<file path="src/vft_pkg.sv">
// Shared types and constants of the four-state Viterbi tagger.
// Used by the register block, controller, datapath and top level.
// No dependencies.
package vft_pkg;

	// defaults for the top-level parameters
	localparam int MAX_LEN_DEF     = 64;
	localparam int SCORE_WIDTH_DEF = 16;

	localparam int NSTATE  = 4;
	// widest candidate sum: 32-bit path + two 16-bit operands
	localparam int ACC_W   = 34;
	localparam int SCORE_W = 32;

	// -99999.0 in Q8.8, the starting point of every compare
	localparam logic signed [ACC_W-1:0] SCORE_FLOOR = -34'sd25599744;
	localparam logic signed [ACC_W-1:0] SAT_MAX     = 34'sd2147483647;
	localparam logic signed [ACC_W-1:0] SAT_MIN     = -34'sd2147483648;

	// configuration register indexes (8-byte address stride)
	localparam logic [2:0] REG_START_BEGIN  = 3'd0;
	localparam logic [2:0] REG_START_SINGLE = 3'd3;
	localparam logic [2:0] REG_TRANS_BEGIN  = 3'd4;
	localparam logic [2:0] REG_TRANS_SINGLE = 3'd7;

	// configuration seen by the datapath
	typedef struct packed {
		logic [NSTATE-1:0][15:0] start;
		logic [NSTATE-1:0][63:0] trans;
	} vft_cfg_t;

	// controller states
	typedef enum logic [3:0] {
		ST_IDLE,
		ST_DISPATCH,
		ST_ACS,
		ST_COMMIT,
		ST_PICK,
		ST_BT_RD,
		ST_BT_STEP,
		ST_OUT_RD,
		ST_OUT
	} vft_state_t;

	// commands from controller to datapath
	typedef struct packed {
		logic       ld_in;
		logic       init;
		logic       set_ovf;
		logic       acs;
		logic [1:0] acs_idx;
		logic       commit;
		logic       pick;
		logic       bt_rd;
		logic       bt_step;
		logic       out_rd;
		logic       out_next;
	} vft_cmd_t;

	// status from datapath to controller
	typedef struct packed {
		logic first;
		logic last;
		logic open;
		logic full;
		logic bt_zero;
		logic out_last;
	} vft_sts_t;

endpackage

</file>
<file path="src/vft_ram.sv">
// Generic single-write, single-read RAM with registered read data.
// No dependencies.
module vft_ram #(
	parameter int WIDTH = 8,
	parameter int DEPTH = 64
) (
	input  logic                     clk,
	input  logic                     we,
	input  logic [$clog2(DEPTH)-1:0] waddr,
	input  logic [WIDTH-1:0]         wdata,
	input  logic                     re,
	input  logic [$clog2(DEPTH)-1:0] raddr,
	output logic [WIDTH-1:0]         rdata
);
	logic [WIDTH-1:0] mem [DEPTH];

	// write port
	always_ff @(posedge clk) begin
		if (we) begin
			mem[waddr] <= wdata;
		end
	end

	// read port, data held until the next read
	always_ff @(posedge clk) begin
		if (re) begin
			rdata <= mem[raddr];
		end
	end
endmodule

</file>
<file path="src/vft_regs.sv">
// APB-style configuration registers: start and transition scores.
// Depends on vft_pkg.
module vft_regs (
	input  logic               clk,
	input  logic               arst_n,
	input  logic               psel,
	input  logic               penable,
	input  logic               pwrite,
	input  logic [5:0]         paddr,
	input  logic [63:0]        pwdata,
	output logic [63:0]        prdata,
	output logic               pready,
	output vft_pkg::vft_cfg_t  cfg
);
	import vft_pkg::*;

	logic [2:0]  widx;
	logic        wr_en;
	vft_cfg_t    cfg_q;

	assign pready = 1'b1;
	assign widx   = paddr[5:3];
	assign wr_en  = psel & penable & pwrite;
	assign cfg    = cfg_q;

	// register writes
	always_ff @(posedge clk or negedge arst_n) begin
		if (!arst_n) begin
			cfg_q <= '0;
		end else if (wr_en) begin
			case (widx) inside
				[REG_START_BEGIN:REG_START_SINGLE]: begin
					cfg_q.start[widx[1:0]] <= pwdata[15:0];
				end
				[REG_TRANS_BEGIN:REG_TRANS_SINGLE]: begin
					cfg_q.trans[widx[1:0]] <= pwdata;
				end
				default: begin
				end
			endcase
		end
	end

	// read back
	always_comb begin
		case (widx) inside
			[REG_START_BEGIN:REG_START_SINGLE]: prdata = 64'(cfg_q.start[widx[1:0]]);
			[REG_TRANS_BEGIN:REG_TRANS_SINGLE]: prdata = cfg_q.trans[widx[1:0]];
			default:                            prdata = '0;
		endcase
	end
endmodule

</file>
<file path="src/vft_ctrl.sv">
// Sequencer of the tagger: forward step, backtrace and tag output.
// Depends on vft_pkg.
module vft_ctrl (
	input  logic              clk,
	input  logic              arst_n,
	input  logic              in_valid,
	output logic              in_ready,
	output logic              out_valid,
	input  logic              out_ready,
	input  vft_pkg::vft_sts_t sts,
	output vft_pkg::vft_cmd_t cmd
);
	import vft_pkg::*;

	vft_state_t state_q, state_d;
	logic [1:0] acs_cnt_q;

	// state register and target-state counter
	always_ff @(posedge clk or negedge arst_n) begin
		if (!arst_n) begin
			state_q   <= ST_IDLE;
			acs_cnt_q <= '0;
		end else begin
			state_q <= state_d;
			if (state_q == ST_ACS) begin
				acs_cnt_q <= acs_cnt_q + 2'd1;
			end else begin
				acs_cnt_q <= '0;
			end
		end
	end

	// next state and commands
	always_comb begin
		state_d     = state_q;
		cmd         = '0;
		cmd.acs_idx = acs_cnt_q;
		in_ready    = 1'b0;
		out_valid   = 1'b0;
		case (state_q)
			ST_IDLE: begin
				in_ready = 1'b1;
				if (in_valid) begin
					cmd.ld_in = 1'b1;
					state_d   = ST_DISPATCH;
				end
			end
			ST_DISPATCH: begin
				if (sts.open) begin
					cmd.init = 1'b1;
					state_d  = sts.last ? ST_PICK : ST_IDLE;
				end else if (sts.full) begin
					cmd.set_ovf = 1'b1;
					state_d     = sts.last ? ST_PICK : ST_IDLE;
				end else begin
					state_d = ST_ACS;
				end
			end
			ST_ACS: begin
				cmd.acs = 1'b1;
				if (acs_cnt_q == 2'd3) begin
					state_d = ST_COMMIT;
				end
			end
			ST_COMMIT: begin
				cmd.commit = 1'b1;
				state_d    = sts.last ? ST_PICK : ST_IDLE;
			end
			ST_PICK: begin
				cmd.pick = 1'b1;
				state_d  = ST_BT_RD;
			end
			ST_BT_RD: begin
				if (sts.bt_zero) begin
					state_d = ST_OUT_RD;
				end else begin
					cmd.bt_rd = 1'b1;
					state_d   = ST_BT_STEP;
				end
			end
			ST_BT_STEP: begin
				cmd.bt_step = 1'b1;
				state_d     = ST_BT_RD;
			end
			ST_OUT_RD: begin
				cmd.out_rd = 1'b1;
				state_d    = ST_OUT;
			end
			ST_OUT: begin
				out_valid = 1'b1;
				if (out_ready) begin
					if (sts.out_last) begin
						state_d = ST_IDLE;
					end else begin
						cmd.out_next = 1'b1;
						state_d      = ST_OUT_RD;
					end
				end
			end
			default: begin
				state_d = ST_IDLE;
			end
		endcase
	end
endmodule

</file>
<file path="src/vft_dp.sv">
// Datapath of the tagger: path scores, add-compare-select unit,
// backpointer and tag memories. Depends on vft_pkg and vft_ram.
module vft_dp #(
	parameter int MAX_LEN     = vft_pkg::MAX_LEN_DEF,
	parameter int SCORE_WIDTH = vft_pkg::SCORE_WIDTH_DEF
) (
	input  logic              clk,
	input  logic              arst_n,
	input  vft_pkg::vft_cmd_t cmd,
	output vft_pkg::vft_sts_t sts,
	input  vft_pkg::vft_cfg_t cfg,
	input  logic [63:0]       in_data,
	input  logic              in_first,
	input  logic              in_last,
	output logic [39:0]       out_data,
	output logic              out_trunc,
	output logic              out_last
);
	import vft_pkg::*;

	localparam int AW = $clog2(MAX_LEN);
	localparam int CW = $clog2(MAX_LEN + 1);
	localparam int OW = (SCORE_WIDTH < 16) ? SCORE_WIDTH : 16;

	// operand as signed OW-bit value, widened to the sum width
	function automatic logic signed [ACC_W-1:0] sext_op(input logic [15:0] v);
		logic signed [OW-1:0] t;
		t = v[OW-1:0];
		return ACC_W'(t);
	endfunction

	// clamp to the signed 32-bit range
	function automatic logic signed [SCORE_W-1:0] sat32(input logic signed [ACC_W-1:0] v);
		logic signed [SCORE_W-1:0] r;
		if (v > SAT_MAX) begin
			r = SAT_MAX[SCORE_W-1:0];
		end else if (v < SAT_MIN) begin
			r = SAT_MIN[SCORE_W-1:0];
		end else begin
			r = v[SCORE_W-1:0];
		end
		return r;
	endfunction

	// input word and sentence state
	logic [15:0]               emit_q [NSTATE];
	logic                      first_q, last_q;
	logic signed [SCORE_W-1:0] path_q [NSTATE];
	logic signed [SCORE_W-1:0] nxt_q  [NSTATE];
	logic [7:0]                bp_q;
	logic [CW-1:0]             count_q;
	logic                      ovf_q;
	// backtrace and output state
	logic [1:0]                tcur_q;
	logic signed [SCORE_W-1:0] bscore_q;
	logic [AW-1:0]             lastidx_q, bt_idx_q, out_idx_q;

	// add-compare-select signals
	logic signed [ACC_W-1:0]   e_sel;
	logic signed [ACC_W-1:0]   cand [NSTATE];
	logic signed [ACC_W-1:0]   acs_best;
	logic [1:0]                acs_pred;
	// final state choice
	logic [1:0]                pick_st;
	logic signed [SCORE_W-1:0] pick_val;
	logic [CW-1:0]             cnt_m1;
	// memory ports
	logic [7:0]                bp_rdata;
	logic                      tag_we;
	logic [AW-1:0]             tag_waddr;
	logic [1:0]                tag_wdata, tag_rdata, bt_tag;

	assign cnt_m1 = count_q - CW'(1);
	assign bt_tag = bp_rdata[2*tcur_q +: 2];

	// candidates for one target state, best over predecessors
	always_comb begin
		e_sel    = sext_op(emit_q[cmd.acs_idx]);
		acs_best = SCORE_FLOOR;
		acs_pred = '0;
		for (int k = 0; k < NSTATE; k++) begin
			cand[k] = ACC_W'(path_q[k]) + sext_op(cfg.trans[k][16*cmd.acs_idx +: 16]) + e_sel;
		end
		for (int k = 0; k < NSTATE; k++) begin
			if (cand[k] > acs_best) begin
				acs_best = cand[k];
				acs_pred = 2'(k);
			end
		end
	end

	// best final state, lowest index on ties
	always_comb begin
		pick_st  = '0;
		pick_val = path_q[0];
		for (int j = 1; j < NSTATE; j++) begin
			if (path_q[j] > pick_val) begin
				pick_val = path_q[j];
				pick_st  = 2'(j);
			end
		end
	end

	// input word and score registers
	always_ff @(posedge clk) begin
		if (cmd.ld_in) begin
			for (int j = 0; j < NSTATE; j++) begin
				emit_q[j] <= in_data[16*j +: 16];
			end
			first_q <= in_first;
			last_q  <= in_last;
		end
		if (cmd.init) begin
			for (int j = 0; j < NSTATE; j++) begin
				path_q[j] <= sat32(sext_op(cfg.start[j]) + sext_op(emit_q[j]));
			end
		end
		if (cmd.acs) begin
			nxt_q[cmd.acs_idx]       <= sat32(acs_best);
			bp_q[2*cmd.acs_idx +: 2] <= acs_pred;
		end
		if (cmd.commit) begin
			for (int j = 0; j < NSTATE; j++) begin
				path_q[j] <= nxt_q[j];
			end
		end
		if (cmd.pick) begin
			bscore_q <= pick_val;
		end
	end

	// counters and flags
	always_ff @(posedge clk or negedge arst_n) begin
		if (!arst_n) begin
			count_q   <= '0;
			ovf_q     <= 1'b0;
			tcur_q    <= '0;
			lastidx_q <= '0;
			bt_idx_q  <= '0;
			out_idx_q <= '0;
		end else begin
			if (cmd.init) begin
				count_q <= CW'(1);
				ovf_q   <= 1'b0;
			end
			if (cmd.set_ovf) begin
				ovf_q <= 1'b1;
			end
			if (cmd.commit) begin
				count_q <= count_q + CW'(1);
			end
			if (cmd.pick) begin
				tcur_q    <= pick_st;
				lastidx_q <= cnt_m1[AW-1:0];
				bt_idx_q  <= cnt_m1[AW-1:0];
				out_idx_q <= '0;
				count_q   <= '0;
			end
			if (cmd.bt_step) begin
				tcur_q   <= bt_tag;
				bt_idx_q <= bt_idx_q - AW'(1);
			end
			if (cmd.out_next) begin
				out_idx_q <= out_idx_q + AW'(1);
			end
		end
	end

	// tag store: final state first, then one per backtrace step
	always_comb begin
		tag_we    = cmd.pick | cmd.bt_step;
		tag_waddr = cmd.pick ? cnt_m1[AW-1:0] : bt_idx_q - AW'(1);
		tag_wdata = cmd.pick ? pick_st : bt_tag;
	end

	vft_ram #(
		.WIDTH (8),
		.DEPTH (MAX_LEN)
	) u_bp_ram (
		.clk   (clk),
		.we    (cmd.commit),
		.waddr (count_q[AW-1:0]),
		.wdata (bp_q),
		.re    (cmd.bt_rd),
		.raddr (bt_idx_q),
		.rdata (bp_rdata)
	);

	vft_ram #(
		.WIDTH (2),
		.DEPTH (MAX_LEN)
	) u_tag_ram (
		.clk   (clk),
		.we    (tag_we),
		.waddr (tag_waddr),
		.wdata (tag_wdata),
		.re    (cmd.out_rd),
		.raddr (out_idx_q),
		.rdata (tag_rdata)
	);

	// status to the controller
	always_comb begin
		sts.first    = first_q;
		sts.last     = last_q;
		sts.open     = first_q | (count_q == '0);
		sts.full     = (count_q >= CW'(MAX_LEN));
		sts.bt_zero  = (bt_idx_q == '0);
		sts.out_last = (out_idx_q == lastidx_q);
	end

	// output word
	assign out_data  = {bscore_q, 6'(out_idx_q), tag_rdata};
	assign out_trunc = ovf_q;
	assign out_last  = (out_idx_q == lastidx_q);
endmodule

</file>
<file path="src/viterbi_four_state_tagger_top.sv">
// Four-state Viterbi tagger. A first or dropped character passes through accept and dispatch, every later one
// through accept, dispatch, one add-compare-select step per target state and commit.
// A last character adds the final pick, a read and a step through the backpointer RAM per backtrace
// step plus a read to end the walk, then a read and an output per tag word while the output is ready.
// Reset (async, active low) clears the configuration registers, counters, flags and the controller;
// the score registers are not reset, and the memories need no clearing.
module viterbi_four_state_tagger_top #(
	parameter int MAX_LEN     = vft_pkg::MAX_LEN_DEF,
	parameter int SCORE_WIDTH = vft_pkg::SCORE_WIDTH_DEF
) (
	input  logic        clk,
	input  logic        arst_n,
	// input stream
	input  logic        s_tvalid,
	output logic        s_tready,
	input  logic [63:0] s_tdata,   // emit_begin, emit_end, emit_middle, emit_single
	input  logic        s_tuser,   // first_char
	input  logic        s_tlast,   // last_char
	// output stream
	output logic        m_tvalid,
	input  logic        m_tready,
	output logic [39:0] m_tdata,   // tag[1:0], char_position[7:2], best_score[39:8]
	output logic        m_tuser,   // truncated
	output logic        m_tlast,   // last_tag
	// configuration
	input  logic        psel,
	input  logic        penable,
	input  logic        pwrite,
	input  logic [5:0]  paddr,
	input  logic [63:0] pwdata,
	output logic [63:0] prdata,
	output logic        pready
);
	import vft_pkg::*;

	vft_cfg_t cfg;
	vft_cmd_t cmd;
	vft_sts_t sts;

	vft_regs u_regs (
		.clk     (clk),
		.arst_n  (arst_n),
		.psel    (psel),
		.penable (penable),
		.pwrite  (pwrite),
		.paddr   (paddr),
		.pwdata  (pwdata),
		.prdata  (prdata),
		.pready  (pready),
		.cfg     (cfg)
	);

	vft_ctrl u_ctrl (
		.clk       (clk),
		.arst_n    (arst_n),
		.in_valid  (s_tvalid),
		.in_ready  (s_tready),
		.out_valid (m_tvalid),
		.out_ready (m_tready),
		.sts       (sts),
		.cmd       (cmd)
	);

	vft_dp #(
		.MAX_LEN     (MAX_LEN),
		.SCORE_WIDTH (SCORE_WIDTH)
	) u_dp (
		.clk       (clk),
		.arst_n    (arst_n),
		.cmd       (cmd),
		.sts       (sts),
		.cfg       (cfg),
		.in_data   (s_tdata),
		.in_first  (s_tuser),
		.in_last   (s_tlast),
		.out_data  (m_tdata),
		.out_trunc (m_tuser),
		.out_last  (m_tlast)
	);
endmodule

</file>
<file path="config.mk">
export PLATFORM = sky130hd
export DESIGN_NAME = viterbi_four_state_tagger_top
export DESIGN_NICKNAME = d
export VERILOG_FILES = /design/src/vft_pkg.sv /design/src/vft_ram.sv /design/src/vft_regs.sv /design/src/vft_ctrl.sv /design/src/vft_dp.sv /design/src/viterbi_four_state_tagger_top.sv
export SDC_FILE = /design/constraint.sdc
export NUM_CORES = 2
export LEC_CHECK = 0
export BUFFER_PORTS_ARGS = -buffer_cell sky130_fd_sc_hd__buf_2
export CORE_ASPECT_RATIO = 0.8
export CORE_MARGIN = 2
export CORE_UTILIZATION = 55
export DETAILED_ROUTE_END_ITERATION = 10
export HOLD_SLACK_MARGIN = 0.1
export PLACE_DENSITY = 0.72
export SYNTH_ARGS = -nofsm -noshare
export SYNTH_HDL_FRONTEND = slang
export SYNTH_SLANG_ARGS = --single-unit
</file>
<file path="constraint.sdc">
create_clock -name clk -period 18.8 [get_ports clk]
set_input_delay 0.94 -clock clk [delete_from_list [all_inputs] [get_ports clk]]
set_output_delay 0.94 -clock clk [all_outputs]
set_load 0.02 [all_outputs]
</file>
Yosys cells after proc, flatten, opt, wreduce, memory -nomap -nowiden

Memories as Yosys holds them, arrays and structs flattened. A register that Yosys moved wholly into a read port is not among the register bits.
Cells that the tools add are included.

$add $sub $neg: 18
Order comparisons: 24
Eq/ne operators: 13
Shift-type cells: 7
Multiplexer cells: 96
Bitwise gates (word level): 9
Reduce and logical (&&, ||, !) cells: 14

Operators with widths:

| cell                                                             | number |
|---|---|
| two-way mux 32 bit                                               | 22 |
| bitwise mux 256 bit                                              | 1 |
| two-way mux 64 bit                                               | 4 |
| indexed part select 64 x 7 -> 16 bit                             | 4 |
| greater-than comparator 34 x 32 -> 1 bit (second input constant) | 5 |
| less-than comparator 34 x 32 -> 1 bit (second input constant)    | 5 |
| adder 33 x 16 -> 34 bit                                          | 4 |
| two-way mux 34 bit                                               | 4 |
| adder 32 x 16 -> 33 bit                                          | 4 |
| binary-select mux 64 bit (select 2 bit)                          | 1 |
| demux 64 bit (select 2 bit)                                      | 1 |
| greater-than comparator 34 bit                                   | 3 |
| greater-than comparator 32 bit                                   | 3 |
| adder 16 x 16 -> 17 bit                                          | 4 |
| bitwise mux 64 bit                                               | 1 |
| greater-than comparator 34 x 26 -> 1 bit (second input constant) | 1 |
| negator 3 -> 34 bit                                              | 1 |
| variable shift 2 x 34 -> 8 bit (first input constant)            | 1 |
| indexed part select 2 x 34 -> 8 bit                              | 1 |
| binary-select mux 16 bit (select 2 bit)                          | 1 |
| demux 16 bit (select 2 bit)                                      | 1 |
| two-way mux 1 bit                                                | 32 |
| two-way mux 16 bit                                               | 2 |
| one-hot mux 4 bit (8 select lines)                               | 1 |
| other kinds (37)                                                 | 74 |

Flip-flop bits (word level): 396
Bits in writable memories: 960
Bits of input ports: 143
Output and inout port bits: 109
Word-level logic and storage cells: 206
Memories: 5

Memories:

| name               | words | width | rd ports | clocked after Yosys merged registers in | write ports | line          | source |
|---|---|---|---|---|---|---|---|
| u_dp.u_bp_ram.mem  | 64    | 8     | 1        | 1                                       | 1           | vft_ram.sv:15 | `logic [WIDTH-1:0] mem [DEPTH];` |
| u_dp.nxt_q         | 4     | 32    | 4        | 0                                       | 1           | vft_dp.sv:49  | `logic signed [SCORE_W-1:0] nxt_q [NSTATE];` |
| u_dp.path_q        | 4     | 32    | 4        | 0                                       | 4           | vft_dp.sv:48  | `logic signed [SCORE_W-1:0] path_q [NSTATE];` |
| u_dp.u_tag_ram.mem | 64    | 2     | 1        | 1                                       | 1           | vft_ram.sv:15 |  |
| u_dp.emit_q        | 4     | 16    | 5        | 0                                       | 4           | vft_dp.sv:46  | `logic [15:0] emit_q [NSTATE];` |

Longest topological paths before layout

Depth after elaboration: 15
Mapped depth: 69
Gate-level depth less buffers: 60

By module

A second synthesis with hierarchy kept.

Cell total of the unflattened synthesis: 5,648
Area total of the unflattened synthesis: 75,922.8 um^2

Modules (own cells, without submodules):

| module                   | times used | cells each | area each (um^2) | sequential area each (um^2) |
|---|---|---|---|---|
| vft_dp                   | 1          | 3,435      | 35,402.7         | 11,571.1 |
| vft_ram (u_dp.u_bp_ram)  | 1          | 940        | 20,246.9         | 15,615.0 |
| vft_regs                 | 1          | 896        | 14,375.0         | 8,007.7 |
| vft_ram (u_dp.u_tag_ram) | 1          | 324        | 5,417.7          | 3,903.7 |
| vft_ctrl                 | 1          | 53         | 480.5            | 150.1 |

Least setup slack after synthesis

No wires, ideal clock.

Path kind: flip-flop to flip-flop
Start: register u_ctrl.acs_cnt_q[1]
End: memory u_dp.nxt_q[0][25], data pin
Library setup time: 0.278 ns
Arrival time: 14.709 ns
Data required time: 18.522 ns
Setup slack: 3.813 ns
Stages on the path, launching flop included: 65
Path buffers: 10
Clock period less this slack: 14.987 ns
Cells stage by stage: dfrtp_1 -> clkbuf_1 -> clkbuf_1 -> mux4_2 -> fa_1 -> ha_1 -> a211oi_1 -> o211ai_1 -> a21boi_1 -> a311oi_2 -> or4_4 -> a2111oi_4 -> nand3_1 -> a21oi_2 -> and2_1 -> clkbuf_1 -> buf_1 -> nand2_1 -> [... 29 more ...] -> o21ai_1 -> ha_1 -> nor2b_1 -> o21ai_0 -> a21oi_1 -> o31a_1 -> o21a_1 -> o21a_1 -> o21a_1 -> o21a_1 -> o21ai_0 -> a221o_1 -> clkbuf_1 -> o31ai_2 -> o21a_2 -> inv_2 -> nor2_1 -> or3_1

Word-level cells in the longest chain between the ends: 15
Elaborated cells on any way between the ends: 26
Classes of those cells: add/sub: 8; order compare: 6; shift: 4; mux: 7; memory: 1

RTL lines:

| what                                     | line           | source |
|---|---|---|
| start: declaration                       | vft_ctrl.sv:16 | `logic [1:0] acs_cnt_q;` |
| start signal: assignment                 | vft_ctrl.sv:26 | `acs_cnt_q <= acs_cnt_q + 2'd1;` |
| indexed part select 64 x 7 -> 16 bit     | vft_dp.sv:82   | `cand[k] = ACC_W'(path_q[k]) + sext_op(cfg.trans[k][16*cmd.acs_idx +: 16]) + e_sel;` |
| adder 32 x 16 -> 33 bit                  | vft_dp.sv:82   |  |
| adder 33 x 16 -> 34 bit                  | vft_dp.sv:82   |  |
| greater-than comparator 34 x 26 -> 1 bit | vft_dp.sv:85   | `if (cand[k] > acs_best) begin` |
| two-way mux 34 bit                       | vft_dp.sv:85   |  |
| greater-than comparator 34 bit           | vft_dp.sv:85   |  |
| two-way mux 34 bit                       | vft_dp.sv:85   |  |
| greater-than comparator 34 bit           | vft_dp.sv:85   |  |
| two-way mux 34 bit                       | vft_dp.sv:85   |  |
| greater-than comparator 34 bit           | vft_dp.sv:85   |  |
| two-way mux 34 bit (*)                   | vft_dp.sv:85   |  |
| less-than comparator 34 x 32 -> 1 bit    | vft_dp.sv:37   | `end else if (v < SAT_MIN) begin` |
| two-way mux 32 bit                       | vft_dp.sv:37   |  |
| two-way mux 32 bit (*)                   | vft_dp.sv:35   | `if (v > SAT_MAX) begin` |
| two-way mux 32 bit (*)                   | vft_dp.sv:118  | `if (cmd.acs) begin` |
| end: declaration                         | vft_dp.sv:49   |  |

Mark *: on every way between the ends. The rest lies on a longest branch, timed or not. The select of a mux whose other input is x is not followed.

Final worst setup path

Start: register u_ctrl.acs_cnt_q[0]
End: memory u_dp.nxt_q[2][16], data pin

Same word-level chain as after synthesis.

==> impl_metrics.prom <==
# TYPE chip_impl_metric gauge
chip_impl_metric{name="synth_fp_nets",unit=""} 6070
chip_impl_metric{name="num_cts_buffers",unit=""} 137
chip_impl_metric{name="dp_hpwl",unit="um"} 155200
chip_impl_metric{name="layout_min_cycle_time",unit="ns"} 17.76
chip_impl_metric{name="critPathMaxFanout",unit=""} 42
chip_impl_info{name="tritoncts",value="done"} 1
chip_impl_metric{name="synth.lib_cells_used.distinct",unit=""} 97
chip_impl_info{name="layout_common_cells",value="sky130_fd_sc_hd__edfxtp_1, sky130_fd_sc_hd__nor2_1, sky130_fd_sc_hd__ha_1"} 1
chip_impl_metric{name="detail_route.iter0.violations",unit=""} 5944
chip_impl_metric{name="multi_input_area",unit="sq um"} 33880
chip_impl_metric{name="postSynthRegisterBits",unit=""} 1366
chip_impl_metric{name="drc",unit=""} 0
chip_impl_info{name="synth.largest_area_cell",value="sky130_fd_sc_hd__edfxtp_1"} 1
chip_impl_metric{name="mappedNetlistArea",unit="sq um"} 74560
chip_impl_metric{name="syn_to_final_growth",unit="%"} 10.49
chip_impl_info{name="worst_hold_path_type",value="primary input to async pin"} 1
chip_impl_metric{name="via_count_of_the_first_global_routing_pass",unit=""} 47790
chip_impl_metric{name="post_route_cells_drive_above_1_share",unit="%"} 23.01
chip_impl_metric{name="critPathArrivalTime",unit="ns"} 18.35
chip_impl_metric{name="syn_inst",unit=""} 5393
chip_impl_metric{name="cts.reportedPaths.clkPinSlew",unit="ns"} 0.06
chip_impl_metric{name="detail-route-antenna-nets",unit=""} 0
chip_impl_info{name="rsz0062_at_grt",value="no"} 1
chip_impl_metric{name="cts_setup_buffers",unit=""} 0
chip_impl_metric{name="core_area",unit="sq um"} 134200
chip_impl_info{name="path_class",value="flop to flop"} 1
chip_impl_metric{name="detailedRoute.firstPassIterationCount",unit=""} 9
chip_impl_metric{name="nNetsFinal",unit=""} 6288
chip_impl_info{name="endpoint_kind",value="flop"} 1
chip_impl_metric{name="htreeDepth",unit=""} 4
chip_impl_metric{name="maximum_number_of_pins_on_one_net_before_global_route_repair",unit=""} 86
chip_impl_metric{name="fmax",unit="GHz"} 0.05629
chip_impl_info{name="most_common_library_cell_in_the_layout_ignoring_fill_and_taps",value="sky130_fd_sc_hd__edfxtp_1"} 1
chip_impl_metric{name="grt_first_pass_wirelength",unit="um"} 316300
chip_impl_metric{name="timing_worst_slew_pin_value",unit="ns"} 1.240
chip_impl_metric{name="slew_violations",unit=""} 0
chip_impl_metric{name="number_of_buffers_on_the_longest_clock_path",unit=""} 3
chip_impl_info{name="crit_path_top_delay_cell",value="sky130_fd_sc_hd__dfrtp_4"} 1
chip_impl_metric{name="synth_warnings",unit=""} 0
chip_impl_metric{name="globalplace.congestion",unit=""} 1.017
chip_impl_metric{name="start_util",unit="%"} 55.55
chip_impl_metric{name="avgViaCountPerCell",unit=""} 6.527
chip_impl_metric{name="die-width",unit="um"} 415.7
chip_impl_metric{name="grt_antenna_before_repair",unit=""} 17
chip_impl_metric{name="final.setup_skew",unit="ns"} 0.04309
chip_impl_metric{name="routed_wirelength",unit="um"} 216200
chip_impl_metric{name="final_min_period_over_clock_period",unit="%"} 94.49
chip_impl_metric{name="i_o_pins",unit=""} 252
chip_impl_metric{name="max-slew-margin-rel",unit="%"} 17.28
chip_impl_metric{name="rows",unit=""} 120
chip_impl_info{name="postSynth.topFlopCell",value="sky130_fd_sc_hd__edfxtp_1"} 1
chip_impl_info{name="synth_area_leaders",value="sky130_fd_sc_hd__edfxtp_1, sky130_fd_sc_hd__dfrtp_1, sky130_fd_sc_hd__mux4_2, sky130_fd_sc_hd__ha_1, sky130_fd_sc_hd__mux2_2"} 1
chip_impl_metric{name="synth-seq-area-share",unit="%"} 52.64
chip_impl_metric{name="yosys.area.top_type_share",unit="%"} 40.76
chip_impl_metric{name="post_synth_edffs",unit=""} 1012
chip_impl_info{name="timing.critical_path.from_type",value="flop"} 1
chip_impl_metric{name="cts_hold_buf",unit=""} 0
chip_impl_metric{name="synthArstFlopShare",unit="%"} 25.92
chip_impl_metric{name="io_buffer_count",unit=""} 247
chip_impl_metric{name="post_cts_resize_count",unit=""} 0
chip_impl_metric{name="clock_insertion_delay_worst_skew",unit="ns"} 0.80
chip_impl_metric{name="ff_latch_area",unit="sq um"} 39270
chip_impl_metric{name="setup_tns",unit="ns"} 0
chip_impl_metric{name="filler_cell_count",unit=""} 10100
chip_impl_metric{name="num_vias",unit=""} 48940
chip_impl_info{name="clockRootBuffer",value="sky130_fd_sc_hd__clkbuf_16"} 1
chip_impl_metric{name="required_time_of_the_critical_path",unit="ns"} 19.39
chip_impl_metric{name="syn-mean-instance-area",unit="sq um"} 13.83
chip_impl_metric{name="hold_viol",unit=""} 0
chip_impl_metric{name="design.die.area",unit="sq um"} 138600
chip_impl_metric{name="grt_overflow_total",unit=""} 0
chip_impl_metric{name="cap_viol_max_count",unit=""} 0
chip_impl_metric{name="setup_violations",unit=""} 0
chip_impl_metric{name="grt_use_total",unit="%"} 31.02
chip_impl_info{name="run_status",value="complete, no violations"} 1
chip_impl_metric{name="die_height",unit="um"} 333.3
chip_impl_metric{name="wire_per_inst",unit="um"} 28.82
chip_impl_metric{name="clock-sinks",unit=""} 1366
chip_impl_metric{name="critical-path-max-stage-delay",unit="ns"} 0.98
cell usage after synthesis, drive strengths merged (12+ instances only):
| master | count |
|---|---|
| a211oi | 24 |
| o21bai | 17 |
| nand4 | 63 |
| nand2b | 38 |
| fa | 136 |
| nor2 | 511 |
| a21o | 188 |
| xor2 | 60 |
| clkbuf | 162 |
| or3 | 24 |
| and3 | 18 |
| a211o | 12 |
| nand3 | 55 |
| o31ai | 30 |
| or2 | 13 |
| buf | 65 |
| a21oi | 244 |
| o21a | 64 |
| dfrtp | 354 |
| xnor2 | 97 |
| a31oi | 20 |
| nand2 | 253 |
| a21boi | 29 |
| o211ai | 27 |
| inv | 167 |
| o21ai | 248 |
| nor2b | 57 |
| mux4 | 372 |
| mux2i | 46 |
| nor3 | 41 |
| and2 | 70 |
| edfxtp | 1012 |
| mux2 | 343 |
| ha | 398 |
final cells by class:
| class | instances | area share (%) |
|---|---|---|
| timing repair buffer | 306 | 2.076 |
| clock inverter | 83 | 1.251 |
| antenna | 11 | 0.03341 |
| clock buffer | 164 | 4.410 |
| tap | 1769 | 2.687 |
| multi-input combinational | 3632 | 41.12 |
| inverter | 168 | 0.7654 |
| sequential | 1366 | 47.66 |
per-stage QoR:
stage               setup WS, ns  area [sq um]  hold slack, ns  utilization [%]  std cells
floorplan                  3.813         74560          0.4398                -       5393
global placement           1.643         77690          0.4655            57.88       7241
detailed placement         1.500         77690          0.4727            57.88       7241
CTS                        1.398         82360          0.1315            61.36       7488
global route             0.05994         82370          0.1671            61.37       7494
finish                     1.036         82390          0.1247            61.38       7499
critical path: cells and delay by family (launching register included):
family	cells	cell delay, ns
AO/OA/AOI/OAI	26	7.80
AND/OR/NAND/NOR	15	3.65
flip-flops	1	0.98
adder cells (fa/ha/maj)	5	1.81
multiplexers	2	1.28
buffers and inverters	6	1.87
worst paths after layout:
kind                                startpoint                  to  slack (ns)  depth (start not counted)
max                        u_ctrl.acs_cnt_q[0]   u_dp.nxt_q[2][16]        1.04                         54
min                                     arst_n     u_regs.cfg[233]        0.12                          1
max reg2reg                u_ctrl.acs_cnt_q[0]   u_dp.nxt_q[2][16]        1.04                         54
min reg2reg                       u_dp.first_q      u_dp.out_trunc        0.49                          1
max in group asynchronous               arst_n     u_regs.cfg[284]       16.42                          3
min in group clk                   s_tdata[31]  u_dp.emit_q[1][15]        0.32                          1
per-layer routing:
| layer | wire [um] | vias to the layer above | global-route usage [%] | share of wire, % |
|---|---|---|---|---|
| met1 | 87470 | 25060 | 43.83 | 40 |
| met4 | 6796 | 18 | 9.903 | 3.1 |
| met3 | 23940 | 389 | 9.196 | 11 |
| met5 | 283 | - | 0.8302 | 0.13 |
| li1 | - | 21030 | - | - |
| met2 | 97670 | 2455 | 46.39 | 45 |
state kept, by name (all words and copies together) (netlist names), 4 cells and up:
signal	flops
u_dp.nxt_q	128
u_dp.bp_q	8
u_regs.cfg	320
u_dp.lastidx_q	6
u_dp.out_idx_q	6
u_dp.u_bp_ram.rdata	8
u_dp.bscore_q	32
u_dp.count_q	7
u_dp.bt_idx_q	6
u_dp.u_bp_ram.mem	512
u_ctrl.state_q	4
u_dp.emit_q	64
u_dp.u_tag_ram.mem	128
u_dp.path_q	128
cell families (layout without fill, tap and decap cells):
family                     after synthesis  after routing  share of synthesized area, %
buffers and inverters                  395            721                         2.076
AOI/OAI and AO/OA                      992            992                         8.702
DFF                                   1366           1366                         52.64
other                                    1             12                      0.005029
xor gates and xnor gates               157            157                         1.844
adders and majority gates              534            534                         10.33
muxes                                  761            761                         17.03
and+or+nand+nor                       1187           1187                         7.373
Power is not shown: default switching activity piles up to over one toggle a cycle in this logic, so the estimate is an artifact.
